**src/hdl/tff_pkg.sv**
```systemverilog
// Package for the timed frame FIFO: sizes, operation codes and the frame
// and result types shared by the controller, the frame memory and the top level.
// No dependencies.
package tff_pkg;

  // Capacity, a power of two so that ring indexes wrap by truncation
  localparam int unsigned DEPTH    = 1024;
  localparam int unsigned AW       = $clog2(DEPTH);
  localparam int unsigned CW       = $clog2(DEPTH + 1);
  localparam int unsigned COPY_MAX = 64;
  localparam int unsigned LW       = 7;

  typedef enum logic [2:0] {
    OP_PUSH  = 3'd0,
    OP_POP   = 3'd1,
    OP_PEEK  = 3'd2,
    OP_COPY  = 3'd3,
    OP_CLEAR = 3'd4
  } op_e;

  typedef enum logic [1:0] {
    S_IDLE,
    S_DATA,
    S_ISSUE
  } state_e;

  typedef struct packed {
    logic signed [15:0] right;
    logic signed [15:0] left;
    logic [63:0]        clock;
  } frame_t;

  // One access to the frame memory: a write request and a read request
  typedef struct packed {
    logic          we;
    logic [AW-1:0] waddr;
    frame_t        wdata;
    logic          re;
    logic [AW-1:0] raddr;
  } mem_req_t;

  typedef struct packed {
    logic          ok;
    frame_t        frame;
    logic [CW-1:0] occupancy;
    logic          is_empty;
    logic          is_full;
    logic [CW-1:0] high_water;
    logic          last;
  } res_t;

endpackage

```
**src/hdl/tff_ctrl.sv**
```systemverilog
// Controller of the timed frame FIFO: ring pointers, high-water mark,
// copy-front sequencer and the output register. Uses tff_pkg; drives tff_mem.
module tff_ctrl (
  input  logic              clk_i,
  input  logic              rst_ni,
  input  logic              in_valid_i,
  output logic              in_ready_o,
  input  logic [2:0]        op_i,
  input  tff_pkg::frame_t   push_frame_i,
  input  logic [tff_pkg::LW-1:0] copy_limit_i,
  output tff_pkg::mem_req_t mem_req_o,
  input  tff_pkg::frame_t   mem_rdata_i,
  output logic              out_valid_o,
  input  logic              out_ready_i,
  output tff_pkg::res_t     out_o
);
  import tff_pkg::*;

  state_e        state_q, state_d;
  logic [AW-1:0] head_q, head_d;
  logic [CW-1:0] fill_q, fill_d;
  logic [CW-1:0] peak_q, peak_d;
  logic [LW-1:0] idx_q, idx_d;
  logic [LW-1:0] rem_q, rem_d;
  logic          out_v_q, out_v_d;
  res_t          out_q, out_d;

  logic          accept;
  logic          out_free;
  logic          full, empty;
  logic [LW-1:0] lim_sat, copy_n;
  logic          do_push, do_pop, do_read, do_clear, direct, dir_ok;

  // Build a result with status taken from the given counters
  function automatic res_t make_res(logic ok, frame_t frame, logic [CW-1:0] fill,
                                    logic [CW-1:0] peak, logic last);
    res_t r;
    r.ok         = ok;
    r.frame      = frame;
    r.occupancy  = fill;
    r.is_empty   = (fill == '0);
    r.is_full    = (fill == CW'(DEPTH));
    r.high_water = peak;
    r.last       = last;
    return r;
  endfunction

  // The output register frees up when empty or being taken this cycle
  assign out_free   = !out_v_q || out_ready_i;
  assign in_ready_o = (state_q == S_IDLE) && out_free;
  assign accept     = in_valid_i && in_ready_o;

  assign full  = (fill_q == CW'(DEPTH));
  assign empty = (fill_q == '0);

  // Frames a copy emits: limit saturated, then bounded by occupancy
  always_comb begin
    lim_sat = (copy_limit_i > LW'(COPY_MAX)) ? LW'(COPY_MAX) : copy_limit_i;
    copy_n  = (fill_q < CW'(lim_sat)) ? fill_q[LW-1:0] : lim_sat;
  end

  // Decode the accepted item
  always_comb begin
    do_push  = 1'b0;
    do_pop   = 1'b0;
    do_read  = 1'b0;
    do_clear = 1'b0;
    if (accept) begin
      unique case (op_i)
        OP_PUSH:  do_push = !full;
        OP_POP: begin
          do_pop  = !empty;
          do_read = !empty;
        end
        OP_PEEK:  do_read = !empty;
        OP_COPY:  do_read = (copy_n != '0);
        OP_CLEAR: do_clear = 1'b1;
        default: ;
      endcase
    end
    direct = accept && !do_read;
    dir_ok = do_push || do_clear;
  end

  // Next state
  always_comb begin
    state_d = state_q;
    unique case (state_q)
      S_IDLE:  if (do_read) state_d = S_DATA;
      S_DATA:  state_d = (rem_q == LW'(1)) ? S_IDLE : S_ISSUE;
      S_ISSUE: if (out_free) state_d = S_DATA;
      default: state_d = S_IDLE;
    endcase
  end

  // Pointers, memory requests and the output register
  always_comb begin
    head_d  = head_q;
    fill_d  = fill_q;
    peak_d  = peak_q;
    idx_d   = idx_q;
    rem_d   = rem_q;
    out_v_d = out_v_q && !out_ready_i;
    out_d   = out_q;

    mem_req_o.we    = do_push;
    mem_req_o.waddr = head_q + fill_q[AW-1:0];
    mem_req_o.wdata = push_frame_i;
    mem_req_o.re    = 1'b0;
    mem_req_o.raddr = head_q;

    unique case (state_q)
      S_IDLE: begin
        if (do_push) begin
          fill_d = fill_q + CW'(1);
          peak_d = (fill_d > peak_q) ? fill_d : peak_q;
        end
        if (do_clear) begin
          head_d = '0;
          fill_d = '0;
          peak_d = '0;
        end
        // Read the head entry; pop retires it right away
        if (do_read) begin
          mem_req_o.re = 1'b1;
          idx_d        = LW'(1);
          rem_d        = (op_i == OP_COPY) ? copy_n : LW'(1);
        end
        if (do_pop) begin
          head_d = head_q + AW'(1);
          fill_d = fill_q - CW'(1);
        end
        if (direct) begin
          out_v_d = 1'b1;
          out_d   = make_res(dir_ok, '0, fill_d, peak_d, 1'b1);
        end
      end
      S_DATA: begin
        out_v_d = 1'b1;
        out_d   = make_res(1'b1, mem_rdata_i, fill_q, peak_q, rem_q == LW'(1));
        rem_d   = rem_q - LW'(1);
      end
      S_ISSUE: begin
        // Fetch the next frame of the copy once the output slot frees up
        if (out_free) begin
          mem_req_o.re    = 1'b1;
          mem_req_o.raddr = head_q + AW'(idx_q);
          idx_d           = idx_q + LW'(1);
        end
      end
      default: ;
    endcase
  end

  // Control registers
  always_ff @(posedge clk_i or negedge rst_ni) begin
    if (!rst_ni) begin
      state_q <= S_IDLE;
      head_q  <= '0;
      fill_q  <= '0;
      peak_q  <= '0;
      idx_q   <= '0;
      rem_q   <= '0;
      out_v_q <= 1'b0;
    end else begin
      state_q <= state_d;
      head_q  <= head_d;
      fill_q  <= fill_d;
      peak_q  <= peak_d;
      idx_q   <= idx_d;
      rem_q   <= rem_d;
      out_v_q <= out_v_d;
    end
  end

  // Result payload
  always_ff @(posedge clk_i) begin
    out_q <= out_d;
  end

  assign out_valid_o = out_v_q;
  assign out_o       = out_q;

endmodule

```
**config.mk**
```make
export PLATFORM = sky130hd
export DESIGN_NAME = tff_ctrl
export DESIGN_NICKNAME = d
export VERILOG_FILES = /design/src/hdl/tff_pkg.sv /design/src/hdl/tff_ctrl.sv
export SDC_FILE = /design/constraint.sdc
export NUM_CORES = 1
export LEC_CHECK = 0
export ABC_AREA = 1
export BUFFER_PORTS_ARGS = -buffer_cell sky130_fd_sc_hd__clkbuf_2
export CORE_MARGIN = 8
export CORE_UTILIZATION = 35
export CTS_CLUSTER_SIZE = 12
export DETAILED_ROUTE_END_ITERATION = 6
export SYNTH_ARGS = -nofsm -noshare
export SYNTH_HDL_FRONTEND = slang
export SYNTH_SLANG_ARGS = --single-unit
export TNS_END_PERCENT = 5
```
**constraint.sdc**
```tcl
create_clock -name clk_i -period 6.2 [get_ports clk_i]
set_input_delay 1.24 -clock clk_i [delete_from_list [all_inputs] [get_ports clk_i]]
set_output_delay 1.24 -clock clk_i [all_outputs]
set_load 0.01 [all_outputs]
```
# Yosys cells after proc, flatten, opt, wreduce, memory -nomap -nowiden
# Index checks and enable logic that the tools add are counted.
[totals]
regBits = 171
output_inout_bits = 242
[op_classes]
add_sub_neg = 7
order_cmp = 3
n_eq_ne = 12
muxes = 37
n_reduce_logical = 25
[op_table]
columns = ["operator", "count"]
rows = [
  ["122-bit one-hot mux with 2 select lines", 1],
  ["122-bit two-way mux", 1],
  ["11-bit two-way mux", 8],
  ["7-bit two-way mux", 6],
  ["10-bit two-way mux", 3],
  ["7-bit one-hot mux with 2 select lines", 2],
  ["11-bit equality test, second input constant", 2],
  ["11-bit zero test", 2],
  ["11-bit by 1-bit adder with 11-bit output, second input constant", 1],
  ["11-bit greater-than comparator", 1],
  ["11-bit by 7-bit less-than comparator with 1-bit output", 1],
  ["11-bit by 1-bit subtractor with 11-bit output, second input constant", 1],
  ["10-bit by 1-bit adder with 10-bit output, second input constant", 1],
  ["10-bit adder", 1],
  ["10-bit by 7-bit adder with 10-bit output", 1],
  ["1-bit two-way mux", 9],
  ["2-bit AND reduction", 4],
  ["7-bit by 1-bit adder with 7-bit output, second input constant", 1],
  ["7-bit by 1-bit equality test with 1-bit output, second input constant", 1],
  ["7-bit greater-than comparator, second input constant", 1],
  ["7-bit nonzero test", 1],
  ["7-bit by 1-bit subtractor with 7-bit output, second input constant", 1],
  ["3-bit by 2-bit equality test with 1-bit output, second input constant", 2],
  ["2-bit two-way mux", 3],
  ["other kinds (15)", 29],
]

# Depth between registers and ports, before layout
# Gate-level depths: netlist (run 1).
[logic_depth]
word_depth = 12
mapped_depth = 22

# Least setup slack after synthesis (run 1)
# Ideal clock, no wire load.
[synth_timing]
path_type = "input port to flip-flop"
from = "input port copy_limit_i[5] (netlist name)"
to = "register out_q (netlist bit out_o[0]) (enable)"
setup_ps = 485
t_arrival_ps = 5302
t_required_ps = 5715
setup_slack_ps = 412
path_stages = 17
n_path_buf = 0
cell_sequence = "nor2_1 nand3_1 nand2_1 nand2_1 ha_1 nand4_1 nor2_4 nand2_4 nand2_4 nand2_1 nand2_1 nand2_1 nor2_1 nand2_1 nand2_1 nand3_1 nand2_1"
[synth_between]
elab_chain_cells = 11
[synth_rtl]
columns = ["item", "line_no", "source"]
rows = [
  ["start, declared", "tff_ctrl.sv:10", "input logic [tff_pkg::LW-1:0] copy_limit_i,"],
  ["7-bit greater-than comparator", "tff_ctrl.sv:58", "lim_sat = (copy_limit_i > LW'(COPY_MAX)) ? LW'(COPY_MAX) : copy_limit_i;"],
  ["7-bit two-way mux (*)", "tff_ctrl.sv:58", ""],
  ["11-bit by 7-bit less-than comparator with 1-bit output", "tff_ctrl.sv:59", "copy_n = (fill_q < CW'(lim_sat)) ? fill_q[LW-1:0] : lim_sat;"],
  ["7-bit two-way mux (*)", "tff_ctrl.sv:59", ""],
  ["7-bit nonzero test (*)", "tff_ctrl.sv:76", "OP_COPY: do_read = (copy_n != '0);"],
  ["1-bit one-hot mux with 2 select lines (*)", "tff_ctrl.sv:69", "unique case (op_i)"],
  ["1-bit two-way mux (*)", "tff_ctrl.sv:68", "if (accept) begin"],
  ["1-bit zero test (*)", "tff_ctrl.sv:81", "direct = accept && !do_read;"],
  ["1-bit logical AND (*)", "tff_ctrl.sv:81", ""],
  ["2-bit inequality test (no source line) (*)", "-", ""],
  ["2-bit AND reduction (no source line) (*)", "-", ""],
  ["end signal, assigned", "tff_ctrl.sv:178", "out_q <= out_d;"],
  ["end, declared", "tff_ctrl.sv:26", "res_t out_q, out_d;"],
]
# Every way passes the cells marked *; elsewhere a longest branch is shown, timed or not.
# A chain may end at the register's enable or synchronous reset.

==> metrics.md, run 1 <==
| Metric | Value |
|---|---|
| Outcome | finished, final reports clean |
| Count of cell types in the netlist | 41 |
| Clk sink count | 171 |
| CTS tree | done |
| Fin util | 0.411 |
| Largest net degree at the start of global routing | 70 |
| Final GP Congestion | 0.839 |
| CTS buffer count | 17 |
| Min-Delay Path Depth | 2 |
| Vias in the first global route | 7,270 |
| Diode count | 0 |
| Area growth, synth to finish | 15.1% |
| Placed cell count | 1,543 |
| Max transition margin | 0.396 |
| YS warnings | 0 |
| CP Depth | 20 |
| Crit-path leading delay family | simple AND/OR/NAND/NOR gates |
| Register-to-register setup slack | 2510 ps |
| Cell count after synthesis | 1,066 |
| Max-cap violations | 0 |
| Worst setup EP type | primary output |
| Detail Route Antenna Nets | 0 |
| Placed Area | 0.0105 mm2 |
| Post-DP HPWL | 23,200 um |
| Number of enable flip-flop cells after synthesis | 122 |
| Crit-path slowest cell | ha_1 |
| Die height | 182 um |
| Buffers on Ports | 255 |
| Critical Path AT | 3410 ps |
| Vias per inst | 4.71 |
| Cell area after layout | 0.0111 mm2 |
| Fin. max-slew vios | 0 |
| Crit path launch type | input port |
| DRT iter0 DRCs | 557 |
| DR vias | 7,420 |
| GR Util All Layers | 0.172 |
| Post-synthesis sequential area ratio | 0.507 |
| Initial antenna violation count | 0 |
| Die area | 0.0331 mm2 |
| Cell Chain, Critical Path | clkbuf_2, nor2_1, nand3_1, nand2_1, nand2_1, ha_1, nand2_1, nand2_1, nand2_1, nand2_1, nor2_4, nand2_4, o21ai_1, nor2_1, nand2_1, nand2_1, nand2_2, nand2_4, nand2_1, clkbuf_2 |
| Wire per inst | 18.8 um |
| Total iterations of the first detailed-routing run | 5 |
| Most frequent CP cell | nand2_1 |
| Synthesized net count | 1,313 |
| Hold Buf Count CTS | 0 |
| Clock transition at path regs | 70 ps |
| Buffer and inverter count on the worst path | 2 |
| Area contributors post-synth | edfxtp_1 38%, dfrtp_1 13%, buf_4 7.8% |
| Slew at the pin closest to its max-slew limit | 903 ps |
| Fin. Hold Viols | 0 |
| Layout cells sized above 1 | 0.265 |
| Die width | 182 um |
| #FFs+latches synth | 171 |
| Hold_ws | 516 ps |
| GRT overflow | 0 |
| Layout net count | 1,468 |
| Synth top cells by count | 169 x inv_1, 157 x nand2_1, 154 x nor2_1 |
| Post-CTS setup buffers | 0 |
| Drt drc | 0 |
| First-pass GRT wire length | 43,800 um |
| Synth Flop Type | edfxtp_1 |
| H-tree depth | 4 |
| Final Critical Period | 4650 ps |
| Final WL | 29,500 um |
| Clk_lat worst skew | 430 ps |
| Final setup viols | 0 |
| Final Instance Count excl. Fillers | 1,574 |
| Worst path max stage delay | 300 ps |
| Row cnt | 60 |
| Yosys top cell area share | 0.380 |
| HP Class | flop to flop |
| Mapped cell area | 0.00965 mm2 |
| Crit-path max FO | 14 |
| Root Driver | clkbuf_16 |
| Pleak | 5.61 nW |
| Core Footprint | 0.0270 mm2 |
| Post-synth top area cell | edfxtp_1 |
| Most frequent cell after synthesis | inv_1 |
| Clock Path Buffers | 2 |
| Async S/R FF share, synth | 0.287 |
| Fmax | 215 MHz |
| Power density over cell area | 520 mW/mm2 |
| Total negative setup slack | 0 ps |
| Final Cycle Share | 0.749 |
| RSZ-0062 raised after global routing | no |
| R2R depth | 14 |
| Layout Skew | 11.0 ps |
| IR drop worst, VDD | 313 uV |
| Initial Utilization | 0.357 |
| Setup Crit Path Kind | input port to primary output |
| Mean Syn Cell Area | 9.05 um2 |
| CP Data Required Time | 4960 ps |
| Top Ports | 448 |
| # resized after CTS | 0 |
==> worst paths after layout <==
check / start / endpoint
hold / removal: rem_q[1] / rem_q[1]
min in group asynchronous: rst_ni / idx_q[2]
setup / recovery: copy_limit_i[5] / mem_req_o[10]
hold reg to reg: rem_q[1] / rem_q[1]
setup reg to reg: fill_q[2] / out_o[7]
max in group asynchronous: rst_ni / peak_q[3]
==> metrics by stage <==
step	worst slack [ps]	total power [mW]
after floorplan	412	3.83
after global placement	1550	4.77
after detailed placement	1560	4.79
after CTS	1550	5.87
after global routing	1220	6.21
final	1550	5.78
==> layer usage <==
layer	GRT usage	wire length, um	vias up
li1	-	-	3633
met1	0.204	12100	3412
met2	0.299	14500	328
met3	0.0473	2390	47
met4	0.0489	524	0
met5	0	0	-
==> cell usage in the layout, fill, tap and decap left out, types with 2 or more instances in the layout <==
| cell type | n |
|---|---|
| clkinvlp_4 | 3 |
| nor2_4 | 2 |
| nand2_4 | 4 |
| nor2_2 | 3 |
| clkinv_8 | 3 |
| a211oi_1 | 5 |
| nand2_2 | 4 |
| nor3_1 | 14 |
| nand3_1 | 45 |
| inv_1 | 168 |
| xnor2_1 | 8 |
| edfxtp_1 | 122 |
| nand4_1 | 6 |
| inv_2 | 8 |
| o21ai_0 | 41 |
| o22ai_1 | 7 |
| o21ai_1 | 7 |
| ha_1 | 39 |
| clkinv_4 | 2 |
| a21oi_1 | 50 |
| nand3_2 | 8 |
| xor2_1 | 24 |
| inv_8 | 5 |
| nor2_1 | 154 |
| dfrtp_1 | 49 |
| clkbuf_2 | 255 |
| nand2_1 | 156 |
| nor3_2 | 4 |
| clkbuf_16 | 17 |
| fa_1 | 2 |
| buf_4 | 2 |
| o2111ai_1 | 3 |
==> worst min-delay path: stages (launching register included) <==
cell and delay (ps):
dfrtp_1 360, nand3_2 70, nand2_1 60
==> logic make-up after synthesis <==
| group | count (synthesis) | synth area share |
|---|---|---|
| AO/OA/AOI/OAI | 119 | 0.0672 |
| XOR/XNOR | 32 | 0.0291 |
| adder cells (fa/ha/maj) | 41 | 0.0547 |
| buffers and inverters | 299 | 0.159 |
| flip-flops | 171 | 0.507 |
| AND/OR/NAND/NOR | 404 | 0.184 |
==> layout make-up <==
type,instances,area [um2]
repair buffers,258,1310
clock inverters,14,154
well taps,341,427
multi-input cells,596,3230
fillers,2732,15900
clock buffers,17,425
flip-flops and latches,171,4890
inverters,177,666
==> power by group <==
part / internal [mW] / total (mW) / switching (mW) / leakage, nW
registers: 1.86 / 2.18 / 0.326 / 1.82
clock network: 0.537 / 1.05 / 0.513 / 0.274
logic: 0.845 / 2.55 / 1.70 / 3.51
==> registers in the layout, summed over array words and instances, names as in the netlist <==
| register | cells |
|---|---|
| fill_q | 11 |
| idx_q | 7 |
| out_valid_o | 1 |
| rem_q | 7 |
| out_o | 122 |
| peak_q | 11 |
| head_q | 10 |
| state_q | 2 |
Power figures use the tool's default switching activity.
==> inputs of run 2 (changes only) <==
- ABC_AREA: 1 -> 0
- clock period: 6.2 -> 4.4 ns (I/O delays scaled with it)
==> metrics.md, run 2 <==
| Metric | Value |
|---|---|
| Cell count after synthesis | 834 |
| Max-cap violations | 0 |
| Post-synthesis compound-gate area fraction | 0.0845 |
| Multiplexer share of the synthesized area | 0.0197 |
| Async S/R FF share, synth | 0.287 |
| Largest net degree at the start of global routing | 68 |
| Detail Route Antenna Nets | 0 |
| HP Class | flop to flop |
| Crit-path max FO | 7 |
| Final GP Congestion | 0.844 |
| Post-synthesis sequential area ratio | 0.528 |
| IR drop worst, VDD | 294 uV |
| Post-CTS setup buffers | 0 |
| Most frequent cells in the layout | 255 x clkbuf_2, 122 x edfxtp_1, 97 x and2_1, 54 x nor2_1, 49 x dfrtp_1 |
| DR vias | 6,743 |
| Adder-Cell Fraction of Synth Area | 0.0570 |
| H-tree depth | 4 |
| Buffer and inverter count on the worst path | 2 |
| GR Util All Layers | 0.173 |
| Layout Skew | 13.2 ps |
| Pleak | 4.94 nW |
| Met2 wire len | 14,400 um |
| DRT iter0 DRCs | 450 |
| Row cnt | 59 |
| Crit. Startpoint | head_q[0] |
| Critical Path AT | 2970 ps |
| Cell Chain, Critical Path | ha_1, inv_1, fa_1, nor2b_1, o21ai_0, a21boi_0, o21ai_0, nand2b_1, a21o_1, a21oi_1, xnor2_1, clkbuf_2 |
| Footprint of the multi-input gates | 0.00345 mm2 |
| First-pass GRT wire length | 41,900 um |
| Power density over cell area | 705 mW/mm2 |
| Clk sink count | 171 |
| Commonest non-fill, non-tap cell in the layout | clkbuf_2 |
| RSZ-0062 raised after global routing | no |
| Outcome | finished, final reports clean |
| Clk_lat worst skew | 430 ps |
| Root Driver | clkbuf_16 |
| Synth top cells by count | 122 x edfxtp_1, 98 x buf_4, 97 x and2_1 |
| Worst setup EP type | primary output |
| Top Ports | 448 |
| Metal3 WL | 2730 um |
| Mapped cell area | 0.00927 mm2 |
| Drt drc | 0 |
| Vias per inst | 5.02 |
| FF/Latch Area | 0.00489 mm2 |
| Routed met1 length | 10,900 um |
| GRT overflow | 0 |
| Synthesized net count | 1,081 |
| Cell area after layout | 0.0110 mm2 |
| Vias in the first global route | 6,772 |
| Most frequent CP cell | o21ai_0 |
| Post-synth top area cell | edfxtp_1 |
| Synth Flop Type | edfxtp_1 |
| #FFs+latches synth | 171 |
| Placed Area | 0.0104 mm2 |
| Worst R2R Start | fill_q[4] |
| Number of enable flip-flop cells after synthesis | 122 |
| Crit path launch type | flop |
| Hold_sp | idx_q[0] |
| Count of cell types in the netlist | 65 |
| YS warnings | 0 |
| Layout cells sized above 1 | 0.324 |
| Final Critical Period | 3850 ps |
| Initial Utilization | 0.356 |
| Initial antenna violation count | 1 |
| Slew at the pin closest to its max-slew limit | 1260 ps |
| Max transition margin | 0.161 |
| Crit-path slowest cell | dfrtp_1 |
| Final WL | 28,500 um |
| Most frequent cell after synthesis | edfxtp_1 |
| Post-DP HPWL | 22,400 um |
| Final Cycle Share | 0.875 |
| Crit-path leading delay family | compound AO/OA/AOI/OAI gates |
| Wire per inst | 21.2 um |
| Buffers on Ports | 255 |
| Top sig layer | met5 |
| XOR/XNOR share of the synthesized area | 0.0359 |
| Total iterations of the first detailed-routing run | 5 |
| CTS buffer count | 17 |
| Area contributors post-synth | edfxtp_1 40%, dfrtp_1 13%, buf_4 7.9% |
| Fmax | 260 MHz |
| Final setup viols | 0 |
| Worst path max stage delay | 480 ps |
| Fin. max-slew vios | 0 |
| Die width | 179 um |
| Hold Buf Count CTS | 0 |
| Mean Syn Cell Area | 11.1 um2 |
| Diode count | 0 |
| Die height | 179 um |
| Die area | 0.0319 mm2 |
| CTS tree | done |
| Yosys top cell area share | 0.395 |
| Post-synthesis simple-gate area fraction | 0.168 |
| Fin. Hold Viols | 0 |
| Fin util | 0.420 |
| Largest register FFs | 122 |
| Fillers | 2,522 |
| Largest family of logic cells by synthesized area | simple AND/OR/NAND/NOR gates |
| Clock transition at path regs | 80 ps |
| Setup Crit Path Kind | flop to primary output |
| Area growth, synth to finish | 18.2% |
| Clock Path Buffers | 2 |
| Core Footprint | 0.0261 mm2 |
| CP Data Required Time | 3520 ps |
| # resized after CTS | 0 |
| Layout net count | 1,243 |
run 2: cell types whose count changed after synthesis, sizes merged, moves of 11 or more:
cell / delta
xnor2: +12
mux2i: +16
a21oi: -25
and2: +97
clkbuf: +11
nor2: -105
o21ai: -15
nand3: -37
inv: -144
nand2: -119
run 2: worst reg2reg max path, cell delays in order, from the launching register on:
cell      delay, ps
dfrtp_1         620
nand3_1         180
nor3_1          200
buf_4           160
and3_1          190
xor2_1          100
ha_1            310
a21o_1          110
a21oi_1          80
nand2_1          70
nand2_1          60
a211oi_2        940
mux2i_1         350
nor2_1           60
run 2: path summary, 6_finish.rpt:
path | slack, ps | end | cells after the start
worst max-delay path | 550 | mem_req_o[115] | 12
worst min-delay path | 540 | idx_q[0] | 1
worst max register to register | 720 | out_o[8] | 13
worst min register to register | 540 | idx_q[0] | 1
max in group asynchronous | 2980 | fill_q[9] | 2
min in group asynchronous | 600 | idx_q[4] | 1
run 2: per-layer routing:
layer | track usage | up-vias
met1 | 0.203 | 3223
met3 | 0.0457 | 55
met4 | 0.0524 | 2
met2 | 0.304 | 310
met5 | 0 | -
li1 | - | 3153
run 2: kinds of logic after synthesis:
| logic type | Yosys count |
|---|---|
| compound gates | 120 |
| xor+xnor | 38 |
| fa+ha+maj | 41 |
| buf+inv | 164 |
| mux | 18 |
| simple gates | 282 |
| flops | 171 |
run 2: area by class of cell:
type,count,share of cell area
well taps,335,0.0383
repair buffers,273,0.132
clock inverters,15,0.0155
inverters,34,0.0140
clock buffers,17,0.0388
multi-input cells,499,0.315
flip-flops and latches,171,0.446
run 2: through the flow:
step | power (mW) | hold slack, ps | TNS, ps | setup slack [ps] | instances
after global routing | 8.26 | 568 | 0 | 212 | 1344
final | 7.73 | 545 | 0 | 551 | 1344
after floorplan | 4.93 | 491 | -10050 | -82.3 | 834
after detailed placement | 6.28 | 535 | 0 | 512 | 1312
after global placement | 6.25 | 526 | 0 | 578 | 1312
after CTS | 7.86 | 548 | 0 | 439 | 1344
run 2: where the power goes:
part           leakage [nW]  total (mW)  switching [mW]  internal [mW]
registers              1.84        2.96           0.368           2.59
logic                  2.80        3.22            1.98           1.23
clock network         0.293        1.55           0.736          0.815
total                  4.94        7.73            3.09           4.64
==> inputs of run 3 (changes only) <==
- REMOVE_ABC_BUFFERS: not set -> 1
==> metrics.md, run 3 (synthesis results as in run 2) <==
| Metric | Value |
|---|---|
| Initial Utilization | 0.356 |
| Placed cell count | 1,314 |
| Worst setup EP type | primary output |
| Fmax | 261 MHz |
| Row cnt | 59 |
| Die width | 179 um |
| CTS tree | done |
| Vias per inst | 5.21 |
| Worst R2R End | out_o[2] |
| Crit-path max FO | 10 |
| Largest register FFs | 122 |
| CP Data Required Time | 3520 ps |
| HP Class | input port to asynchronous set/reset pin |
| Total iterations of the first detailed-routing run | 5 |
| Wire per inst | 32.4 um |
| CTS buffer count | 17 |
| Core Footprint | 0.0261 mm2 |
| Area growth, synth to finish | 17.5% |
| Die height | 179 um |
| Pleak | 4.92 nW |
| Hold Buf Count CTS | 0 |
| Final Cycle Share | 0.871 |
| Layout Skew | 24.4 ps |
| Outcome | finished, final reports clean |
| Layout net count | 1,245 |
| GR Util All Layers | 0.267 |
| Layout cells sized above 1 | 0.318 |
| Final setup viols | 0 |
| Clk_lat worst skew | 440 ps |
| Register-to-register setup slack | 640 ps |
| Most frequent cells in the layout | 255 x clkbuf_2, 122 x edfxtp_1, 97 x and2_1, 55 x nor2_1, 49 x dfrtp_1 |
| Final GP Congestion | 0.919 |
| RSZ-0062 raised after global routing | no |
| Final Instance Count excl. Fillers | 1,345 |
| Root Driver | clkbuf_16 |
| First-pass GRT wire length | 57,400 um |
| Slew at the pin closest to its max-slew limit | 1260 ps |
| R2R depth | 13 |
| Detail Route Antenna Nets | 0 |
| Commonest non-fill, non-tap cell in the layout | clkbuf_2 |
| Critical Path AT | 2950 ps |
| DRT iter0 DRCs | 520 |
| Hold_ws | 460 ps |
| Post-CTS setup buffers | 0 |
| GRT overflow | 0 |
| IR drop worst, VDD | 297 uV |
| Clk sink count | 171 |
| Setup crit end | mem_req_o[10] |
| Fin. max-slew vios | 0 |
| Max-cap violations | 0 |
| Top Ports | 448 |
| Initial antenna violation count | 1 |
| Drt drc | 0 |
| Die area | 0.0319 mm2 |
| Setup Crit Path Kind | input port to primary output |
| Crit path launch type | input port |
| H-tree depth | 4 |
| # resized after CTS | 0 |
| Crit. Startpoint | copy_limit_i[6] |
| Final WL | 43,600 um |
| DR vias | 7,005 |
| Post-DP HPWL | 36,600 um |
| Clock transition at path regs | 80 ps |
| Clock Path Buffers | 2 |
| Max transition margin | 0.161 |
| Fin. Hold Viols | 0 |
| Power density over cell area | 708 mW/mm2 |
| Final Critical Period | 3830 ps |
| Diode count | 0 |
| Buffers on Ports | 255 |
| Largest net degree at the start of global routing | 75 |
| Worst R2R Start | fill_q[2] |
| Vias in the first global route | 6,862 |
[run 3: cell count changes in the layout (fill, tap and decap cells not counted), sizes merged]
cell    before  now
bufinv       1    0
clkinv       5    8
buf         18   20
inv         42   39
[run 3: through the flow]
stage               cell area (um2)  setup slack (ps)  total power, mW  setup TNS (ps)   util
finish                        10900               569             7.71               0  0.418
global route                  10900               287             8.20               0  0.418
CTS                           10900               555             7.77               0  0.418
detailed placement            10300               491             6.26               0  0.395
global placement              10300               567             6.23               0  0.395
floorplan                      8400             -7510             4.60         -916070      -
[run 3: cell type report]
| type | instances | area, um2 |
|---|---|---|
| Clock buffer | 17 | 425 |
| Fill cell | 2538 | 15200 |
| Tap cell | 335 | 419 |
| Timing Repair Buffer | 275 | 1460 |
| Clock inverter | 14 | 156 |
| Inverter | 34 | 128 |
| Multi-Input combinational cell | 499 | 3400 |
| Sequential cell | 171 | 4890 |
[run 3: per-layer routing]
layer / global-route usage / share of wire / vias to the layer above
met5: 0.0752 / 0.0066 / -
met1: 0.235 / 0.30 / 3312
met3: 0.194 / 0.16 / 55
met2: 0.438 / 0.48 / 472
li1: - / - / 3156
met4: 0.137 / 0.055 / 10
[run 3: critical path, stage by stage]
cell and delay (ps):
clkbuf_2 110, clkinv_1 220, nand2_1 160, ha_1 250, a21oi_1 150, nor2b_1 60, o21ai_0 140, o211ai_1 140
mux2_2 310, o31ai_2 260, or2_2 150, clkbuf_2 120
[run 3: worst min-delay path by stage]
stage / from / endpoint / cells past startpoint
finish: rst_ni / idx_q[5] / 1
global route: rst_ni / idx_q[5] / 1
global placement: peak_q[1] / peak_q[1] / 2
floorplan: idx_q[0] / idx_q[0] / 1
detailed placement: peak_q[2] / peak_q[2] / 2
CTS: rst_ni / idx_q[5] / 1
[run 3: power by group]
part / total (mW) / switching, mW / internal (mW)
clock: 1.51 / 0.748 / 0.759
combinational: 3.23 / 2.00 / 1.23
sequential: 2.97 / 0.382 / 2.59
